$ cat src/hdl/asip_pkg.sv
// ----------------------------------------------------------------------------
// asip_pkg
// Shared types and constants for the ascii to int16 parser.
// ----------------------------------------------------------------------------
package asip_pkg;

  localparam logic [7:0]  CH_NUL   = 8'h00;
  localparam logic [7:0]  CH_ZERO  = 8'h30;
  localparam logic [7:0]  CH_NINE  = 8'h39;
  localparam logic [7:0]  CH_MINUS = 8'h2D;
  localparam logic [7:0]  CH_PLUS  = 8'h2B;
  localparam logic [7:0]  CH_SPACE = 8'h20;
  localparam logic [7:0]  CH_TAB   = 8'h09;
  localparam logic [7:0]  CH_CR    = 8'h0D;

  localparam logic [19:0] POS_LIMIT = 20'd32767;
  localparam logic [19:0] NEG_LIMIT = 20'd32768;

  localparam int unsigned CFG_IDX_W = 2;
  localparam int unsigned CFG_DAT_W = 64;

  localparam logic [CFG_IDX_W-1:0] CFG_USE_CUSTOM = 2'd0;
  localparam logic [CFG_IDX_W-1:0] CFG_STRIP_LOW  = 2'd1;
  localparam logic [CFG_IDX_W-1:0] CFG_STRIP_HIGH = 2'd2;

  // count of significant digits taken so far, never above four
  localparam logic [2:0] SIG_FULL = 3'd4;

  typedef struct packed {
    logic        minus_seen;
    logic        plus_seen;
    logic        digit_seen;
    logic [2:0]  sig_count;
    logic [15:0] magnitude;
  } parse_state_t;

  typedef struct packed {
    logic                 use_custom;
    logic [CFG_DAT_W-1:0] strip_low;
    logic [CFG_DAT_W-1:0] strip_high;
  } strip_cfg_t;

  typedef struct packed {
    logic        emit;
    logic        status;
    logic [15:0] value;
    logic        char_taken;
  } parse_result_t;

endpackage

$ cat src/hdl/ascii_int16_parser.sv
// ----------------------------------------------------------------------------
// ascii_int16_parser
// Streaming ascii decimal to signed 16-bit integer parser, one character
// per transfer, with a configurable set of skippable leading characters.
// ----------------------------------------------------------------------------
//  channel | direction | handshake            | payload
//  in      | input     | in_valid / in_stall  | in_char_in[7:0]
//  out     | output    | out_valid/ out_stall | out_status, out_value, out_char_taken
//  cfg     | input     | cfg_wr_en            | cfg_index[1:0], cfg_wdata[63:0]
//
//  one character per cycle sustained while out_stall does not hold the output;
//  a character waits in the input register and its result, if any, is written
//  to the output register on advance; the parse state and result come from a single
//  step of logic between the two registers, and the parse state feeds back on advance
//  reset clears the parse state, the valid flags and the config registers
//  out_stall holds the output register; the input register then holds and
//  in_stall rises, so at most one character waits while a result is pending
// ----------------------------------------------------------------------------
module ascii_int16_parser import asip_pkg::*; (
  input  logic                 clk,
  input  logic                 rst_n,
  input  logic                 in_valid,
  output logic                 in_stall,
  input  logic [7:0]           in_char_in,
  output logic                 out_valid,
  input  logic                 out_stall,
  output logic                 out_status,
  output logic signed [15:0]   out_value,
  output logic                 out_char_taken,
  input  logic                 cfg_wr_en,
  input  logic [CFG_IDX_W-1:0] cfg_index,
  input  logic [CFG_DAT_W-1:0] cfg_wdata
);

  strip_cfg_t    cfg_r;
  logic          in_valid_r;
  logic [7:0]    char_r;
  parse_state_t  state_r;
  parse_state_t  state_nxt;
  parse_result_t result;
  logic          out_valid_r;
  logic          out_status_r;
  logic [15:0]   out_value_r;
  logic          out_char_taken_r;
  logic          advance;
  logic          in_xfer;

  asip_step u_step (
    .state     (state_r),
    .cfg       (cfg_r),
    .char_in   (char_r),
    .state_nxt (state_nxt),
    .result    (result)
  );

  assign advance  = in_valid_r && (!out_valid_r || !out_stall);
  assign in_stall = in_valid_r && !advance;
  assign in_xfer  = in_valid && !in_stall;

  always_ff @(posedge clk) begin
    if (!rst_n) begin
      cfg_r <= '0;
    end else if (cfg_wr_en) begin
      unique case (cfg_index)
        CFG_USE_CUSTOM: cfg_r.use_custom <= cfg_wdata[0];
        CFG_STRIP_LOW:  cfg_r.strip_low  <= cfg_wdata;
        CFG_STRIP_HIGH: cfg_r.strip_high <= cfg_wdata;
        default:        ;
      endcase
    end
  end

  always_ff @(posedge clk) begin
    if (!rst_n) begin
      in_valid_r <= 1'b0;
    end else if (in_xfer) begin
      in_valid_r <= 1'b1;
    end else if (advance) begin
      in_valid_r <= 1'b0;
    end
  end

  always_ff @(posedge clk) begin
    if (in_xfer) begin
      char_r <= in_char_in;
    end
  end

  always_ff @(posedge clk) begin
    if (!rst_n) begin
      state_r <= '0;
    end else if (advance) begin
      state_r <= state_nxt;
    end
  end

  always_ff @(posedge clk) begin
    if (!rst_n) begin
      out_valid_r <= 1'b0;
    end else if (advance && result.emit) begin
      out_valid_r <= 1'b1;
    end else if (!out_stall) begin
      out_valid_r <= 1'b0;
    end
  end

  always_ff @(posedge clk) begin
    if (advance && result.emit) begin
      out_status_r     <= result.status;
      out_value_r      <= result.value;
      out_char_taken_r <= result.char_taken;
    end
  end

  assign out_valid      = out_valid_r;
  assign out_status     = out_status_r;
  assign out_value      = out_value_r;
  assign out_char_taken = out_char_taken_r;

endmodule

$ cat src/hdl/asip_step.sv
// ----------------------------------------------------------------------------
// asip_step
// Next-state and result logic for one character of the parser.
// ----------------------------------------------------------------------------
module asip_step import asip_pkg::*; (
  input  parse_state_t  state,
  input  strip_cfg_t    cfg,
  input  logic [7:0]    char_in,
  output parse_state_t  state_nxt,
  output parse_result_t result
);

  function automatic logic may_strip(input strip_cfg_t sc, input logic [7:0] c);
    logic r;
    r = 1'b0;
    if (c[7] == 1'b0) begin
      r = c[6] ? sc.strip_high[c[5:0]] : sc.strip_low[c[5:0]];
    end
    return r;
  endfunction

  logic        is_digit;
  logic        is_white;
  logic [3:0]  digit;
  logic [19:0] mag_ten;
  logic [19:0] limit;
  logic        emit;
  logic        fail;
  logic        taken;
  logic [15:0] mag_out;
  logic        strip_minus;
  logic        strip_plus;

  assign is_digit    = (char_in >= CH_ZERO) && (char_in <= CH_NINE);
  assign is_white    = (char_in == CH_SPACE) || ((char_in >= CH_TAB) && (char_in <= CH_CR));
  assign digit       = 4'(char_in - CH_ZERO);
  // magnitude * 10 + digit as shifts and adds
  assign mag_ten     = ({4'd0, state.magnitude} << 3) + ({4'd0, state.magnitude} << 1)
                       + {16'd0, digit};
  assign limit       = state.minus_seen ? NEG_LIMIT : POS_LIMIT;
  assign strip_minus = may_strip(cfg, CH_MINUS);
  assign strip_plus  = may_strip(cfg, CH_PLUS);

  always_comb begin
    state_nxt = state;
    emit      = 1'b0;
    fail      = 1'b0;
    taken     = 1'b0;
    mag_out   = state.magnitude;
    priority if ((char_in == CH_NUL) && !state.digit_seen) begin
      emit  = 1'b1;
      fail  = 1'b1;
      taken = 1'b1;
    end else if (!is_digit) begin
      priority if (state.digit_seen) begin
        emit = 1'b1;
      end else if (char_in == CH_MINUS) begin
        if (!cfg.use_custom || !strip_minus) begin
          state_nxt.minus_seen = 1'b1;
        end
      end else if (char_in == CH_PLUS) begin
        state_nxt.plus_seen = 1'b1;
      end else if (!cfg.use_custom) begin
        if (!is_white || state.minus_seen) begin
          emit  = 1'b1;
          fail  = 1'b1;
          taken = 1'b1;
        end
      end else if ((state.plus_seen && !strip_plus) ||
                   (state.minus_seen && !strip_minus) ||
                   !may_strip(cfg, char_in)) begin
        emit  = 1'b1;
        fail  = 1'b1;
        taken = 1'b1;
      end else begin
        // skipped character drops any sign seen before it
        state_nxt.plus_seen  = 1'b0;
        state_nxt.minus_seen = 1'b0;
      end
    end else if (state.sig_count >= SIG_FULL) begin
      emit = 1'b1;
      // fifth digit is taken only if it stays in range
      if (mag_ten <= limit) begin
        taken   = 1'b1;
        mag_out = mag_ten[15:0];
      end
    end else begin
      state_nxt.digit_seen = 1'b1;
      if ((state.sig_count != 3'd0) || (digit != 4'd0)) begin
        state_nxt.magnitude = mag_ten[15:0];
        state_nxt.sig_count = state.sig_count + 3'd1;
      end
    end

    if (emit) begin
      state_nxt = '0;
    end

    result.emit       = emit;
    result.status     = fail;
    result.char_taken = taken;
    if (fail) begin
      result.value = 16'd0;
    end else if (state.minus_seen) begin
      result.value = 16'd0 - mag_out;
    end else begin
      result.value = mag_out;
    end
  end

endmodule

$ cat config.mk
export PLATFORM = sky130hd
export DESIGN_NAME = ascii_int16_parser
export DESIGN_NICKNAME = d
export VERILOG_FILES = /design/src/hdl/asip_pkg.sv /design/src/hdl/ascii_int16_parser.sv /design/src/hdl/asip_step.sv
export SDC_FILE = /design/constraint.sdc
export NUM_CORES = 1
export LEC_CHECK = 0
export BUFFER_PORTS_ARGS = -buffer_cell sky130_fd_sc_hd__clkbuf_2
export CORE_MARGIN = 10
export CORE_UTILIZATION = 30
export DETAILED_ROUTE_END_ITERATION = 8
export SETUP_SLACK_MARGIN = 0.2
export SLEW_MARGIN = 20
export SYNTH_ARGS = -nofsm -noshare
export SYNTH_HDL_FRONTEND = slang
export SYNTH_SLANG_ARGS = --single-unit
$ cat constraint.sdc
create_clock -name clk -period 15.93 [get_ports clk]
set_input_delay 3.186 -clock clk [delete_from_list [all_inputs] [get_ports clk]]
set_output_delay 3.186 -clock clk [all_outputs]
set_load 0.02 [all_outputs]
==> flow_summary.json <==
{
  "status": "finished clean",
  "ant_nets": 0,
  "min_period_ns": 7.54,
  "synth_top_cells_by_count": "nand2_1 (303), dfxtp_1 (153), a21boi_0 (132), clkbuf_1 (50), ha_1 (50)",
  "htreeDepth": 4,
  "slew_viol_final": 0,
  "vias": 8180,
  "coreArea_um2": 32700,
  "max_freq_ghz": 0.133,
  "synth_nets": 1248,
  "r2r_start": "char_r[3]$_DFFE_PP_",
  "skew_ns": 0.0191,
  "holdCritPathClass": "reg2reg",
  "cts_tree": "done",
  "cts_hold_buffers": 0,
  "synth_ff_type": "dfxtp_1",
  "syn_area_um2": 10000,
  "cp_slowest_stage_delay_ns": 0.70,
  "post_cts_resized": 0,
  "synth_cells": 1117,
  "synth_top_area_share_pct": 30.6,
  "cp_slowest_cell": "and2_1",
  "synth_warnings": 0,
  "power_frac_seq_pct": 48.4,
  "path_clk_slew_ns": 0.08,
  "ios": 99,
  "die_w_um": 203,
  "grt_max_degree": 105,
  "grt_antenna_before_repair": 0,
  "syn_area_per_cell_um2": 8.95,
  "root_buffer": "clkbuf_16",
  "yosysTopAreaCell": "dfxtp_1",
  "gp_congestion": 0.907,
  "numClockSinks": 179,
  "r2r-end": "out_value[14]$_SDFFCE_PP0P_",
  "dp_hpwl_um": 19400,
  "die_y_um": 203,
  "final_area_um2": 11400,
  "tightest_slew_ns": 0.953,
  "synthArstFlopShare_pct": 0,
  "end_kind": "flip-flop",
  "synth_most_common_cell": "nand2_1",
  "total_power_mw": 0.992,
  "synth_mux_area_share_pct": 8.56,
  "cp_data_required_time_ns": 16.09,
  "start_util_pct": 30.6,
  "internal_power_mw": 0.719,
  "maxSlewHeadroom_pct": 36.5,
  "placedInstanceArea_um2": 10800,
  "drtPass1Iterations": 5,
  "drive_above_1_share_pct": 15.3,
  "viasPerCell": 5.01,
  "clkPwrFrac_pct": 43.0,
  "synth_top_family_by_area": "compound AO/OA/AOI/OAI gates",
  "synth_compound_area_share_pct": 20.1,
  "synth.area.top_cells": "dfxtp_1 (31%), nand2_1 (11%), a21boi_0 (9.9%)",
  "register_area_um2": 3840,
  "overflow": 0,
  "postCtsSetupBuffers": 0,
  "synthAdderAreaFrac_pct": 6.66,
  "num-fill-cells": 3412,
  "layout.nets": 1309,
  "n_antenna_cell": 0,
  "die_area_um2": 41000,
  "power_switching_share_pct": 27.6,
  "clk_latency_ns": 0.45,
  "p_leak_nw": 4.27,
  "grt_pass1_vias": 8141,
  "arrival_ns": 7.70,
  "crit_type": "reg2reg",
  "finalHoldViolations": 0,
  "finalSetupTns_ns": 0,
  "rows": 66,
  "setup_violations": 0,
  "synthSimpleGateAreaFrac_pct": 18.5,
  "wl_per_cell_um": 16.6,
  "seq_area_frac_synth_pct": 38.4,
  "rrSetupSlack_ns": 8.39,
  "synthDistinctLibCells": 70,
  "synth-seq-cells": 179,
  "power_density_nw_per_um2": 87.3,
  "hold_depth": 2,
  "cp-start-kind": "flip-flop",
  "p_switching_mw": 0.274,
  "cts_buffers": 17,
  "worstRegToRegCells": 24,
  "critPathLaunch": "char_r[3]$_DFFE_PP_",
  "fin_crit_sh_pct": 47.3,
  "cp_cell_sequence": "fa_1, inv_1, fa_1, nand2b_1, a211o_1, a31oi_1, o21a_1, nor2_1, xnor2_1, ha_1, o21ai_0, o21bai_1, a2111oi_0, a31oi_1, a211oi_1, and2_1, and2_1, mux2i_1, ha_1, nand2_1, or2_2, o41ai_1, xor2_1, a211oi_1",
  "synthXorXnorAreaFrac_pct": 3.07,
  "grtUsageTotal_pct": 13.2,
  "hp-start": "cfg_r[69]$_SDFFE_PN0P_",
  "rsz0062_at_grt": "false",
  "drcViolationCount": 0,
  "synth-edff-count": 26,
  "ir_drop_mv": 0.0693,
  "multi_input_area_um2": 5700,
  "clockBufferDepth": 2,
  "drv_cap": 0,
  "grt_pass1_wl_um": 44100,
  "power_frac_comb_pct": 8.5,
  "final_util_pct": 34.8,
  "worstHoldEndpoint": "cfg_r[69]$_SDFFE_PN0P_",
  "dr.first_iter.drc_count": 473,
  "synthToLayoutAreaGrowth_pct": 13.8,
  "worstPathMaxFanout": 24,
  "drt_wl_total_um": 27100,
  "portBuffers": 98
}
per-stage QoR:
step	setup WS (ns)	hold slack, ns	cells
3_3_place_gp	8.77	0.449	1601
5_1_grt	7.80	0.483	1633
4_1_cts	8.46	0.467	1633
6_report	8.39	0.463	1633
3_5_place_dp	8.50	0.457	1601
2_1_floorplan	9.27	0.439	1117
how the worst max path moves through the flow:
| stage | endpoint | slack [ns] | cells after the start |
|---|---|---|---|
| after floorplan | in_stall | 9.27 | 1 |
| after global placement | out_value[14]$_SDFFCE_PP0P_ | 8.77 | 24 |
| after detailed placement | out_value[14]$_SDFFCE_PP0P_ | 8.50 | 24 |
| after CTS | out_value[14]$_SDFFCE_PP0P_ | 8.46 | 24 |
| after global routing | out_value[14]$_SDFFCE_PP0P_ | 7.80 | 24 |
| final | out_value[14]$_SDFFCE_PP0P_ | 8.39 | 24 |
kinds of logic after synthesis:
group,count (synthesis)
and+or+nand+nor,426
AOI/OAI and AO/OA,281
DFF,179
buffers and inverters,100
adders and majority gates,52
muxes,44
xor gates and xnor gates,35
critical path, delay by kind of cell, from the launching register on:
family / cells / cell delay, ns
flops: 1 / 0.66
fa+ha+maj: 4 / 1.78
mux: 1 / 0.35
simple gates: 6 / 1.63
compound gates: 10 / 2.22
buf+inv: 1 / 0.07
xor+xnor: 2 / 0.56
state kept, by name (all words and copies together) (netlist names):
name,count
cfg_r,129
char_r,8
in_valid_r,1
out_char_taken,1
out_status,1
out_valid,1
out_value,16
state_r,22
per-layer routing:
| metal | global-route usage [%] | vias to the layer above | part of all wire (%) |
|---|---|---|---|
| li1 | - | 4069 | - |
| met1 | 16.8 | 3885 | 45 |
| met2 | 22.3 | 194 | 49 |
| met3 | 2.66 | 32 | 4.6 |
| met4 | 3.86 | 0 | 1.7 |
| met5 | 0 | - | 0 |
layout by cell type (no fill, tap or decap), types with 4 or more instances in the layout:
cell / n
nand2_1: 303
dfxtp_1: 153
a21boi_0: 132
clkbuf_2: 97
ha_1: 50
nor2_1: 33
inv_1: 33
o21ai_0: 29
mux4_2: 28
edfxtp_1: 26
a21oi_1: 25
xnor2_1: 21
a211oi_1: 18
clkbuf_16: 17
nand3_1: 14
xor2_1: 14
mux2i_1: 12
buf_4: 10
nand4_1: 9
nor2b_1: 9
o22ai_1: 8
o31ai_1: 8
nor3_1: 8
o21ai_1: 7
nand2b_1: 7
a31oi_1: 7
a21o_1: 7
or3_1: 5
nor4_1: 4
mux4_1: 4
a221oi_1: 4
and3_1: 4
and2_1: 4
o21a_1: 4
o41ai_1: 4
cell type report:
type	count	area share (%)
Inverter	34	1.12
Timing Repair Buffer	108	4.97
Multi-Input combinational cell	838	50.1
Tap cell	442	4.86
Sequential cell	179	33.8
Clock inverter	14	1.39
Clock buffer	18	3.77
power groups by stage:
stage	sequential (mW)	clock [mW]	combinational (mW)
2_1_floorplan	0.490	0	0.0550
3_3_place_gp	0.491	0	0.0845
3_5_place_dp	0.491	0	0.0855
4_1_cts	0.481	0.438	0.0858
5_1_grt	0.483	0.456	0.0939
6_report	0.481	0.427	0.0847
Power figures use the tool's default switching activity.
